### src/hw/rtl/bal_pkg.sv
`default_nettype none

package bal_pkg;

   // Store geometry and field widths.
   localparam int MAX_ENTRIES = 16;
   localparam int IDX_W       = $clog2(MAX_ENTRIES);
   localparam int CNT_W       = 5;
   localparam int DATA_W      = 32;
   localparam int CMD_W       = 3;
   localparam int POS_W       = 5;
   localparam int ST_W        = 2;

   // Capacity register value after reset.
   localparam logic [CNT_W-1:0] CAP_RESET = CNT_W'(16);

   // Command codes on the request channel; the remaining codes do nothing.
   typedef enum logic [CMD_W-1:0] {
      CMD_APPEND  = 3'd0,
      CMD_INSERT  = 3'd1,
      CMD_DELETE  = 3'd2,
      CMD_SORT    = 3'd3,
      CMD_REVERSE = 3'd4,
      CMD_DUMP    = 3'd5
   } cmd_type;

   // Status codes on the response channel.
   typedef enum logic [ST_W-1:0] {
      ST_OK     = 2'd0,
      ST_FULL   = 2'd1,
      ST_BADPOS = 2'd2,
      ST_EMPTY  = 2'd3
   } status_type;

   // Work the back end carries out for one classified command.
   typedef enum logic [2:0] {
      OP_NONE,
      OP_INSERT,
      OP_DELETE,
      OP_SORT,
      OP_REVERSE,
      OP_DUMP
   } op_type;

   // One classified command, passed from the front end to the back end.
   typedef struct packed {
      op_type                    op;
      status_type                status;
      logic [IDX_W-1:0]          idx;
      logic signed [DATA_W-1:0]  value;
      logic [CNT_W-1:0]          count;
   } job_type;

   // One response beat.
   typedef struct packed {
      status_type                status;
      logic signed [DATA_W-1:0]  data;
      logic [CNT_W-1:0]          count;
      logic                      last;
   } rsp_type;

endpackage

`default_nettype wire

### src/hw/rtl/bal_front.sv
`default_nettype none

module bal_front import bal_pkg::*; (
   input  logic                      clock,
   input  logic                      reset,
   input  logic                      req_push,
   output logic                      req_full,
   input  logic [CMD_W-1:0]          req_command,
   input  logic [POS_W-1:0]          req_position,
   input  logic signed [DATA_W-1:0]  req_value,
   input  logic                      csr_write_enable,
   input  logic [CNT_W-1:0]          csr_capacity_in_use,
   input  logic                      job_full,
   output logic                      job_push,
   output job_type                   job_data
);

   logic [CNT_W-1:0] cap_ff, cap_in;
   logic [CNT_W-1:0] count_ff, count_in;
   logic [CNT_W-1:0] eff_cap;
   logic             list_full;
   logic             accept;
   logic [CNT_W:0]   pos_wide;
   logic [CNT_W:0]   count_wide;

   localparam logic [CNT_W-1:0] MAX_CNT = CNT_W'(MAX_ENTRIES);

   // A beat is taken whenever the job queue has room.
   assign req_full = job_full;
   assign accept   = req_push && !job_full;
   assign job_push = accept;

   // The capacity saturates at the size of the store.
   assign eff_cap    = (cap_ff > MAX_CNT) ? MAX_CNT : cap_ff;
   assign list_full  = count_ff >= eff_cap;
   assign pos_wide   = {1'b0, req_position};
   assign count_wide = {1'b0, count_ff};

   // Classify the command against the list length as it will be after all earlier jobs.
   always_comb begin
      job_data.op     = OP_NONE;
      job_data.status = ST_OK;
      job_data.idx    = IDX_W'(req_position - POS_W'(1));
      job_data.value  = req_value;
      count_in        = count_ff;
      unique case (req_command)
         CMD_APPEND: begin
            if (list_full) begin
               job_data.status = ST_FULL;
            end else begin
               job_data.op  = OP_INSERT;
               job_data.idx = IDX_W'(count_ff);
               count_in     = count_ff + CNT_W'(1);
            end
         end
         CMD_INSERT: begin
            if (list_full) begin
               job_data.status = ST_FULL;
            end else if (req_position == '0 || pos_wide > count_wide + (CNT_W+1)'(1)) begin
               job_data.status = ST_BADPOS;
            end else begin
               job_data.op = OP_INSERT;
               count_in    = count_ff + CNT_W'(1);
            end
         end
         CMD_DELETE: begin
            if (count_ff == '0) begin
               job_data.status = ST_EMPTY;
            end else if (req_position == '0 || pos_wide > count_wide) begin
               job_data.status = ST_BADPOS;
            end else begin
               job_data.op = OP_DELETE;
               count_in    = count_ff - CNT_W'(1);
            end
         end
         CMD_SORT: begin
            if (count_ff > CNT_W'(1)) begin
               job_data.op = OP_SORT;
            end
         end
         CMD_REVERSE: begin
            if (count_ff > CNT_W'(1)) begin
               job_data.op = OP_REVERSE;
            end
         end
         CMD_DUMP: begin
            if (count_ff == '0) begin
               job_data.status = ST_EMPTY;
            end else begin
               job_data.op = OP_DUMP;
            end
         end
         default: begin
            job_data.op = OP_NONE;
         end
      endcase
      job_data.count = count_in;
   end

   // Capacity register and the running list length.
   always_comb begin
      cap_in = csr_write_enable ? csr_capacity_in_use : cap_ff;
   end

   always_ff @(posedge clock) begin
      if (reset) begin
         cap_ff   <= CAP_RESET;
         count_ff <= '0;
      end else begin
         cap_ff <= cap_in;
         if (accept) begin
            count_ff <= count_in;
         end
      end
   end

endmodule

`default_nettype wire

### src/hw/rtl/bal_job_queue.sv
`default_nettype none

module bal_job_queue import bal_pkg::*; (
   input  logic    clock,
   input  logic    reset,
   input  logic    push,
   input  job_type push_data,
   output logic    full,
   input  logic    pop,
   output job_type head,
   output logic    empty
);

   job_type    entries_ff [2];
   logic       wr_ptr_ff, wr_ptr_in;
   logic       rd_ptr_ff, rd_ptr_in;
   logic [1:0] fill_ff, fill_in;
   logic       do_push;
   logic       do_pop;

   // Two-entry ring of jobs between front and back end.
   assign full    = fill_ff == 2'd2;
   assign empty   = fill_ff == 2'd0;
   assign head    = entries_ff[rd_ptr_ff];
   assign do_push = push && !full;
   assign do_pop  = pop && !empty;

   always_comb begin
      wr_ptr_in = do_push ? !wr_ptr_ff : wr_ptr_ff;
      rd_ptr_in = do_pop ? !rd_ptr_ff : rd_ptr_ff;
      fill_in   = fill_ff + 2'(do_push) - 2'(do_pop);
   end

   always_ff @(posedge clock) begin
      if (do_push) begin
         entries_ff[wr_ptr_ff] <= push_data;
      end
   end

   always_ff @(posedge clock) begin
      if (reset) begin
         wr_ptr_ff <= 1'b0;
         rd_ptr_ff <= 1'b0;
         fill_ff   <= 2'd0;
      end else begin
         wr_ptr_ff <= wr_ptr_in;
         rd_ptr_ff <= rd_ptr_in;
         fill_ff   <= fill_in;
      end
   end

endmodule

`default_nettype wire

### src/hw/rtl/bal_rsp_queue.sv
`default_nettype none

module bal_rsp_queue import bal_pkg::*; (
   input  logic    clock,
   input  logic    reset,
   input  logic    push,
   input  rsp_type push_data,
   output logic    full,
   input  logic    pop,
   output rsp_type head,
   output logic    empty
);

   rsp_type    entries_ff [2];
   logic       wr_ptr_ff, wr_ptr_in;
   logic       rd_ptr_ff, rd_ptr_in;
   logic [1:0] fill_ff, fill_in;
   logic       do_push;
   logic       do_pop;

   // Two-entry ring of response beats; a stalled receiver holds the back end once both entries are full.
   assign full    = fill_ff == 2'd2;
   assign empty   = fill_ff == 2'd0;
   assign head    = entries_ff[rd_ptr_ff];
   assign do_push = push && !full;
   assign do_pop  = pop && !empty;

   always_comb begin
      wr_ptr_in = do_push ? !wr_ptr_ff : wr_ptr_ff;
      rd_ptr_in = do_pop ? !rd_ptr_ff : rd_ptr_ff;
      fill_in   = fill_ff + 2'(do_push) - 2'(do_pop);
   end

   always_ff @(posedge clock) begin
      if (do_push) begin
         entries_ff[wr_ptr_ff] <= push_data;
      end
   end

   always_ff @(posedge clock) begin
      if (reset) begin
         wr_ptr_ff <= 1'b0;
         rd_ptr_ff <= 1'b0;
         fill_ff   <= 2'd0;
      end else begin
         wr_ptr_ff <= wr_ptr_in;
         rd_ptr_ff <= rd_ptr_in;
         fill_ff   <= fill_in;
      end
   end

endmodule

`default_nettype wire

### src/hw/rtl/bal_back.sv
`default_nettype none

module bal_back import bal_pkg::*; (
   input  logic    clock,
   input  logic    reset,
   input  logic    job_empty,
   input  job_type job_data,
   output logic    job_pop,
   input  logic    rsp_full,
   output logic    rsp_push,
   output rsp_type rsp_data
);

   typedef enum logic [1:0] {
      S_IDLE,
      S_SWEEP,
      S_FINISH,
      S_DUMP
   } state_type;

   state_type                 state_ff, state_in;
   op_type                    op_ff, op_in;
   logic [IDX_W-1:0]          round_ff, round_in;
   logic [IDX_W-1:0]          ptr_ff, ptr_in;
   logic [CNT_W-1:0]          cnt_ff, cnt_in;
   logic signed [DATA_W-1:0]  store_ff [MAX_ENTRIES];
   logic signed [DATA_W-1:0]  store_in [MAX_ENTRIES];
   logic [IDX_W-1:0]          tag_ff [MAX_ENTRIES];
   logic [IDX_W-1:0]          tag_in [MAX_ENTRIES];
   logic [IDX_W-1:0]          rd_idx;
   logic signed [DATA_W-1:0]  rd_word;
   logic                      dump_last;
   logic                      swap;

   // Single read port: the dump walk or the delete position.
   assign rd_idx    = (state_ff == S_DUMP) ? ptr_ff : job_data.idx;
   assign rd_word   = store_ff[rd_idx];
   assign dump_last = (CNT_W'(ptr_ff) + CNT_W'(1)) == cnt_ff;

   always_comb begin
      state_in = state_ff;
      op_in    = op_ff;
      round_in = round_ff;
      ptr_in   = ptr_ff;
      cnt_in   = cnt_ff;
      store_in = store_ff;
      tag_in   = tag_ff;
      swap     = 1'b0;
      job_pop  = 1'b0;
      rsp_push = 1'b0;
      rsp_data.status = ST_OK;
      rsp_data.data   = '0;
      rsp_data.count  = cnt_ff;
      rsp_data.last   = 1'b1;

      unique case (state_ff)
         S_IDLE: begin
            if (!job_empty) begin
               unique case (job_data.op)
                  // Rejected or no-effect commands give a single status beat.
                  OP_NONE: begin
                     if (!rsp_full) begin
                        job_pop         = 1'b1;
                        rsp_push        = 1'b1;
                        rsp_data.status = job_data.status;
                        rsp_data.count  = job_data.count;
                     end
                  end
                  // Every entry at or above the slot moves up by one in the same cycle.
                  OP_INSERT: begin
                     if (!rsp_full) begin
                        for (int i = 1; i < MAX_ENTRIES; i++) begin
                           if (IDX_W'(i) > job_data.idx) begin
                              store_in[i] = store_ff[i-1];
                           end
                        end
                        store_in[job_data.idx] = job_data.value;
                        job_pop        = 1'b1;
                        rsp_push       = 1'b1;
                        rsp_data.count = job_data.count;
                     end
                  end
                  // The removed word goes out while everything above it moves down.
                  OP_DELETE: begin
                     if (!rsp_full) begin
                        for (int i = 0; i < MAX_ENTRIES - 1; i++) begin
                           if (IDX_W'(i) >= job_data.idx) begin
                              store_in[i] = store_ff[i+1];
                           end
                        end
                        job_pop        = 1'b1;
                        rsp_push       = 1'b1;
                        rsp_data.data  = rd_word;
                        rsp_data.count = job_data.count;
                     end
                  end
                  // Sort and reverse share the odd-even transposition sweep.
                  OP_SORT, OP_REVERSE: begin
                     job_pop  = 1'b1;
                     op_in    = job_data.op;
                     cnt_in   = job_data.count;
                     round_in = '0;
                     state_in = S_SWEEP;
                     for (int i = 0; i < MAX_ENTRIES; i++) begin
                        tag_in[i] = IDX_W'(i);
                     end
                  end
                  OP_DUMP: begin
                     job_pop  = 1'b1;
                     cnt_in   = job_data.count;
                     ptr_in   = '0;
                     state_in = S_DUMP;
                  end
                  default: begin
                     job_pop = 1'b1;
                  end
               endcase
            end
         end

         // One round of neighbor compare-exchange inside the valid part of the list.
         // Reverse orders by descending original position instead of by value.
         S_SWEEP: begin
            for (int i = 0; i < MAX_ENTRIES - 1; i++) begin
               if ((i % 2) == int'(round_ff[0]) && CNT_W'(i + 1) < cnt_ff) begin
                  if (op_ff == OP_SORT) begin
                     swap = store_ff[i] > store_ff[i+1];
                  end else begin
                     swap = tag_ff[i] < tag_ff[i+1];
                  end
                  if (swap) begin
                     store_in[i]   = store_ff[i+1];
                     store_in[i+1] = store_ff[i];
                     tag_in[i]     = tag_ff[i+1];
                     tag_in[i+1]   = tag_ff[i];
                  end
               end
            end
            round_in = round_ff + IDX_W'(1);
            if (round_ff == IDX_W'(MAX_ENTRIES - 1)) begin
               state_in = S_FINISH;
            end
         end

         S_FINISH: begin
            if (!rsp_full) begin
               rsp_push = 1'b1;
               state_in = S_IDLE;
            end
         end

         // One element per beat, in list order.
         S_DUMP: begin
            if (!rsp_full) begin
               rsp_push      = 1'b1;
               rsp_data.data = rd_word;
               rsp_data.last = dump_last;
               ptr_in        = ptr_ff + IDX_W'(1);
               if (dump_last) begin
                  state_in = S_IDLE;
               end
            end
         end

         default: begin
            state_in = S_IDLE;
         end
      endcase
   end

   // Entry store and sweep tags.
   always_ff @(posedge clock) begin
      store_ff <= store_in;
      tag_ff   <= tag_in;
   end

   // Sequencer state.
   always_ff @(posedge clock) begin
      if (reset) begin
         state_ff <= S_IDLE;
         op_ff    <= OP_NONE;
         round_ff <= '0;
         ptr_ff   <= '0;
         cnt_ff   <= '0;
      end else begin
         state_ff <= state_in;
         op_ff    <= op_in;
         round_ff <= round_in;
         ptr_ff   <= ptr_in;
         cnt_ff   <= cnt_in;
      end
   end

endmodule

`default_nettype wire

### src/hw/rtl/bounded_array_list.sv
// Bounded array list: an ordered list of signed 32-bit words, up to 16 entries.
// Request channel (req_): a queue-style input; a command beat is taken when
// req_push is high and req_full is low. Commands: append, insert, delete, sort,
// reverse, dump. Positions are 1-based.
// Response channel (rsp_): the oldest beat is shown while rsp_empty is low and
// leaves when rsp_pop is high. Each command gives one beat, except a dump of a
// non-empty list, which gives one beat per element; rsp_last marks the final one.
// The capacity register is written through csr_write_enable; the user must write
// it only while the block idles, as the block itself does not enforce this.
// A taken command is registered in the job queue; the back end takes it from the
// queue head and registers its beats in the response queue, which drives the rsp_
// ports. Append, insert, delete and rejected commands are carried out without the
// back end leaving its idle state. Sort and reverse run a 16-round compare-exchange
// sweep and then give their beat; a dump gives one element per cycle while the
// response queue has room. The back end works on one command at a time and sets
// the sustained rate; a two-entry job queue lets new commands enter while it is
// busy. A stalled receiver fills the two-entry response queue, which then holds
// the back end and, once the job queue fills, raises req_full.
// Reset empties the list and both queues and sets the capacity to 16.
`default_nettype none

module bounded_array_list import bal_pkg::*; (
   input  logic                      clock,
   input  logic                      reset,
   input  logic                      req_push,
   output logic                      req_full,
   input  logic [CMD_W-1:0]          req_command,
   input  logic [POS_W-1:0]          req_position,
   input  logic signed [DATA_W-1:0]  req_value,
   output logic                      rsp_empty,
   input  logic                      rsp_pop,
   output logic [ST_W-1:0]           rsp_status,
   output logic signed [DATA_W-1:0]  rsp_data,
   output logic [CNT_W-1:0]          rsp_count,
   output logic                      rsp_last,
   input  logic                      csr_write_enable,
   input  logic [CNT_W-1:0]          csr_capacity_in_use
);

   logic    job_full;
   logic    job_push;
   job_type job_in_data;
   logic    job_empty;
   logic    job_pop;
   job_type job_head;
   logic    beat_full;
   logic    beat_push;
   rsp_type beat_data;
   rsp_type beat_head;

   // Front end: takes commands and classifies them.
   bal_front u_front (
      .clock               (clock),
      .reset               (reset),
      .req_push            (req_push),
      .req_full            (req_full),
      .req_command         (req_command),
      .req_position        (req_position),
      .req_value           (req_value),
      .csr_write_enable    (csr_write_enable),
      .csr_capacity_in_use (csr_capacity_in_use),
      .job_full            (job_full),
      .job_push            (job_push),
      .job_data            (job_in_data)
   );

   bal_job_queue u_job_queue (
      .clock     (clock),
      .reset     (reset),
      .push      (job_push),
      .push_data (job_in_data),
      .full      (job_full),
      .pop       (job_pop),
      .head      (job_head),
      .empty     (job_empty)
   );

   // Back end: owns the store and carries out the jobs.
   bal_back u_back (
      .clock     (clock),
      .reset     (reset),
      .job_empty (job_empty),
      .job_data  (job_head),
      .job_pop   (job_pop),
      .rsp_full  (beat_full),
      .rsp_push  (beat_push),
      .rsp_data  (beat_data)
   );

   bal_rsp_queue u_rsp_queue (
      .clock     (clock),
      .reset     (reset),
      .push      (beat_push),
      .push_data (beat_data),
      .full      (beat_full),
      .pop       (rsp_pop),
      .head      (beat_head),
      .empty     (rsp_empty)
   );

   // Response beat fields.
   assign rsp_status = beat_head.status;
   assign rsp_data   = beat_head.data;
   assign rsp_count  = beat_head.count;
   assign rsp_last   = beat_head.last;

endmodule

`default_nettype wire

### config.mk
export PLATFORM = sky130hd
export DESIGN_NAME = bounded_array_list
export DESIGN_NICKNAME = d
export VERILOG_FILES = /design/src/hw/rtl/bal_pkg.sv /design/src/hw/rtl/bal_front.sv /design/src/hw/rtl/bal_job_queue.sv /design/src/hw/rtl/bal_rsp_queue.sv /design/src/hw/rtl/bal_back.sv /design/src/hw/rtl/bounded_array_list.sv
export SDC_FILE = /design/constraint.sdc
export NUM_CORES = 2
export LEC_CHECK = 0
export BUFFER_PORTS_ARGS = -buffer_cell sky130_fd_sc_hd__buf_2
export CORE_ASPECT_RATIO = 0.8
export CORE_MARGIN = 4
export CORE_UTILIZATION = 40
export DETAILED_ROUTE_END_ITERATION = 10
export RECOVER_POWER = 50
export SLEW_MARGIN = 30
export SYNTH_ARGS = -nofsm -noshare
export SYNTH_HDL_FRONTEND = slang
export SYNTH_SLANG_ARGS = --single-unit
### constraint.sdc
create_clock -name clock -period 8.9 [get_ports clock]
set_clock_uncertainty 0.1 [all_clocks]
set_input_delay 0.89 -clock clock [delete_from_list [all_inputs] [get_ports clock]]
set_output_delay 0.89 -clock clock [all_outputs]
set_load 0.01 [all_outputs]
After elaboration in Yosys (flattened, before gate mapping). Memories as Yosys holds them, arrays and structs flattened. A register that Yosys moved wholly into a read port is not among the register bits. Cells that the tools add are included.

Output and inout bits: 42. RAM bits: 172. Input bits: 50. Register bits after elaboration: 612. Memories: 2. Logic and storage cells: 547.

Memory list: u_job_queue.entries_ff (depth 2, bits a word 46, rd ports 1, clocked after memory_dff 1, write ports 1, line bal_job_queue.sv:14) `job_type entries_ff [2];`; u_rsp_queue.entries_ff (depth 2, bits a word 40, rd ports 1, clocked after memory_dff 1, write ports 1, line bal_rsp_queue.sv:14) `rsp_type entries_ff [2];`.

Magnitude comparators: 83. Bitwise operators: 4. Equality and inequality tests: 50. Multiplexer cells: 284. Reduce and logical (&&, ||, !) cells: 68. Add/subtract/negate cells: 11.

Operators by type and width (number): 32-bit 2-to-1 mux (96); 64-bit 2-to-1 mux (35); 512-bit 2-to-1 mux (2); 512-bit case mux with 2 select lines (1); 480-bit case mux with 2 select lines (1); 512-bit bitwise mux (1); 32-bit > comparator (15); 480-bit 2-to-1 mux (1); 8-bit 2-to-1 mux (33); 32-bit binary-select mux with 4-bit select (1); 32-bit demux with 4-bit select (1); 64-bit case mux with 2 select lines (1); 6-bit AND reduction (16); 1-bit 2-to-1 mux (64); 32-bit case mux with 2 select lines (1); 4-bit less-than comparator (15); 3-bit by 2-bit inequality test with 1-bit output, second input constant (15); 4-bit by 5-bit less-than comparator with 1-bit output, first input constant (8); 5-bit 2-to-1 mux (8); 39-bit 2-to-1 mux (1); 37-bit 2-to-1 mux (1); 4-bit > comparator, first input constant (8); 4-bit 2-to-1 mux (8); 2-bit 2-to-1 mux (15); other kinds (58) (152).

Longest topological paths before layout.
Depth in word-level cells: 38. Mapped depth: 14. Gate-level depth less buffers: 13.

Cells and area by module. A second synthesis with hierarchy kept.

Cell total of the unflattened synthesis: 6567. Area total of the unflattened synthesis: 64593.2 sq um.

By module, submodules not included: bal_back (area an instance 56291.5 sq um, sequential area each 17656.9 sq um, instances 1, cells each 6020); bal_job_queue (area an instance 3549.7 sq um, sequential area each 2862.7 sq um, instances 1, cells each 170); bal_rsp_queue (area an instance 3108.0 sq um, sequential area each 2502.4 sq um, instances 1, cells each 151); bal_front (area an instance 1644.1 sq um, sequential area each 200.2 sq um, instances 1, cells each 226).

Worst setup path before layout. Ideal clock, no wire load.

Path type: register to register. From: register u_back.store_ff[479] (netlist name). To: register u_back.store_ff[480] (netlist name), enable pin. Setup slack: 3629 ps. Cell stages (with the launch flop): 12. Period minus slack after synthesis: 5271 ps. Required time: 8330 ps. Arrival: 4701 ps. Path buffers: 1. Library setup time: 470 ps. Path through: edfxtp_1 inv_1 ha_1 nand4_1 nor4_1 nand2_1 nor3_1 o31ai_1 a21oi_2 clkbuf_1 nor2_1 a211oi_1.

Word-level cells in the longest chain between the ends: 6.

RTL lines: from (decl) (line bal_back.sv:26) `logic signed [DATA_W-1:0] store_ff [MAX_ENTRIES];`; from (signal assigned) (line bal_back.sv:173) `store_ff <= store_in;`; 32-bit > comparator (line bal_back.sv:127) `swap = store_ff[i] > store_ff[i+1];`; 1-bit 2-to-1 mux (line bal_back.sv:126) `if (op_ff == OP_SORT) begin`; 1-bit 2-to-1 mux (line bal_back.sv:125) `if ((i % 2) == int'(round_ff[0]) && CNT_W'(i + 1) < cnt_ff) begin`; 1-bit 2-to-1 mux (line bal_back.sv:56) `unique case (state_ff)`; 2-bit inequality test (no line); 8-bit AND reduction (no line).

No other way between the ends. The select of a mux whose other input is x is not followed. A chain may end at the register's enable or synchronous reset.

==> flow_summary.ini <==
[logic_synthesis]
yosys_most_used_dff = edfxtp_1
syn_area_per_cell_um2 = 9.953
synth_area_leader_cell = edfxtp_1
synth_compound_area_share_pct = 25.42
synth_common_cells = edfxtp_1 (748), inv_1 (577), ha_1 (555), nand2_1 (420), a21oi_1 (398)
yosys.area_share.simple_pct = 8.587
synth-seq-area-share_pct = 36.87
synthAdderAreaFrac_pct = 11.02
synthArstFlopShare_pct = 0
synth.most_common_cell = edfxtp_1
synth_top_family_by_area = compound AO/OA/AOI/OAI gates
synth_fp_nets = 6934
synth_seq_cells = 786
synth_area_leaders = edfxtp_1 (36%), ha_1 (11%), mux2i_1 (4.8%), mux4_2 (4.6%), a221o_1 (3.6%)
synth_edf_count = 748
synth_area_um2 = 62990
netlist.area_leader.share_pct = 35.66
ys.warnings.count = 0
netlist_instances = 6329
synthXorXnorAreaFrac_pct = 0.3337
synthDistinctLibCells = 91
synth_mux_area_share_pct = 10.94

[run_status]
violations = capacitance limit, slew limit
status = finished with violations

[route]
routedWlPerCell_um = 27.26
vias = 55764
drt_iter0_drc = 7668
drc = 0
drtPass1Iterations = 8
vias_per_cell = 6.718
wl_mm = 226.3
final_antenna_net_count = 0

[floorplan]
io_pins = 92
core_um2 = 155600
rows = 129
die_x_um = 451.7
start_util_pct = 40.48
dieArea_um2 = 163900
chipHeight_um = 362.9

[timing]
slew_viol_final = 799
tightestPinTransition_ns = 3.545
fin_crit_ns = 7.027
setup_tns_ns = 0
slew-limit-headroom_pct = -136.4
rsz0062_at_grt = no
fmax_mhz = 142.3
hold_viol_final = 0
setup_violations = 0
fin_crit_sh_pct = 78.96

[critical_path]
worst_ep_required_time_ns = 9.06
worstPathArrival_ns = 7.19
crit_fanout = 38
endpoint_kind = register
worstSetupStartpointType = register
critPathKind = reg2reg

[grt]
first_global_vias = 52786
grt_start_max_net_pins = 194
grt_first_pass_wirelength_mm = 339.3
antenna_found_initial = 5
grt.total_usage_pct = 26.52
globalRouteOverflowTotal = 0

[cts]
cts-resized-gates = 0
post-cts-setup-buffer-count = 0
h-tree-depth = 3
cts.sinks = 786
clk_path_buf_depth = 3
clk_pin_slew_ns = 0.06
hold_buffers = 0
cts_root_buffer = clkbuf_16
clk_latency_ns = 0.73
cts-buffers-inserted = 88
cts_tree = built

[finish]
area_growth_pct = 9.058
final_layout_size_suffix_gt1_share_pct = 9.608
num-nets-final = 6738
finalNonFillerCells = 8301

[worst_hold_path]
hold_class = in2reg
min-delay-start = req_value[16]

[placement]
gp_congestion = 0.9256
dp.final_hpwl_mm = 162.2
place_inst = 8134
port_buffers = 91

[pwr]
ir_drop_v = 0.0002951
p_leak_nw = 26.03
powerDensity_nw_per_um2 = 304.1

[flow_run]
cap_violations = 23
[registers in the layout, summed over array words and instances, names as in the netlist, named ones only]
signal                  count
u_job_queue.rd_ptr_ff       1
u_rsp_queue.entries_ff     80
u_back.op_ff                3
u_front.count_ff            5
u_back.ptr_ff               4
u_job_queue.fill_ff         2
u_back.round_ff             4
u_back.store_ff           512
u_rsp_queue.rd_ptr_ff       1
u_back.tag_ff              64
u_job_queue.wr_ptr_ff       1
u_rsp_queue.fill_ff         2
u_back.state_ff             2
u_rsp_queue.wr_ptr_ff       1
u_back.cnt_ff               5
u_front.cap_ff              5
u_job_queue.entries_ff     92
[critical path: stages, from the launching register on]
cell and delay, ns:
dfxtp_1 1.72, mux2i_1 0.69, nand3_4 0.14, buf_4 0.33, nor2_1 0.27, a21oi_4 0.04
clkbuf_1 0.75, a21oi_4 0.33, clkbuf_1 2.09
[final cells by class]
type	instances	area, um2
sequential	786	23220
clock inverter	49	538.0
multi-input combinational	4457	36180
tap	2096	2623
timing repair buffer	223	1572
antenna	2	5.005
inverter	577	2171
fill	14793	86900
clock buffer	111	2384
[metrics by stage]
step | util, % | hold slack [ns] | worst slack, ns | cell area, um2 | total power, mW
floorplan | - | 0.3520 | 3.629 | 62990 | 13.21
global placement | 42.14 | 0.3662 | 2.922 | 65560 | 16.38
detailed placement | 42.27 | 0.3768 | 3.576 | 65770 | 16.68
CTS | 44.15 | 0.2114 | 3.541 | 68690 | 20.60
global route | 44.15 | 0.2221 | 1.624 | 68690 | 21.99
finish | 44.15 | 0.2537 | 1.873 | 68700 | 20.89
[final timing paths]
path / end / slack, ns / depth (start not counted)
setup / recovery: u_back.store_ff[429] / 1.87 / 8
hold / removal: u_job_queue.entries_ff[1][21] / 0.25 / 1
setup reg to reg: u_back.store_ff[429] / 1.87 / 8
hold reg to reg: u_back.op_ff[1] / 0.39 / 2
[layer usage]
layer | vias up | global-route usage, % | wire length [um]
met5 | - | 0 | 27
met4 | 4 | 9.201 | 8448
met3 | 375 | 7.042 | 26950
met2 | 3274 | 37.75 | 93780
met1 | 27502 | 38.64 | 97090
li1 | 24609 | - | -
[power breakdown]
| part | leakage, nW | internal, mW | total (mW) | switching (mW) |
|---|---|---|---|---|
| sequential | 7.14 | 5.48 | 6.40 | 0.913 |
| clock | 1.43 | 2.21 | 3.91 | 1.69 |
| combinational | 17.5 | 3.93 | 10.6 | 6.66 |
[cells in the final DEF (no fill, tap or decap), types with 128 or more instances in the layout]
cell type,instances
a22oi_1,134
a221o_1,228
inv_1,575
nor2_1,265
edfxtp_1,748
a21oi_1,381
nand2_1,417
a221oi_1,243
ha_1,554
o22ai_1,132
mux2i_1,301
o21ai_0,286
mux4_2,128
a211oi_1,234
[kinds of logic after synthesis]
kind of cell / count (synthesis)
AND/OR/NAND/NOR: 1150
flip-flops: 786
AO/OA/AOI/OAI: 2210
adder cells (fa/ha/maj): 555
XOR/XNOR: 24
multiplexers: 518
buffers and inverters: 1086
No activity file was read; power rests on OpenSTA's default activity.
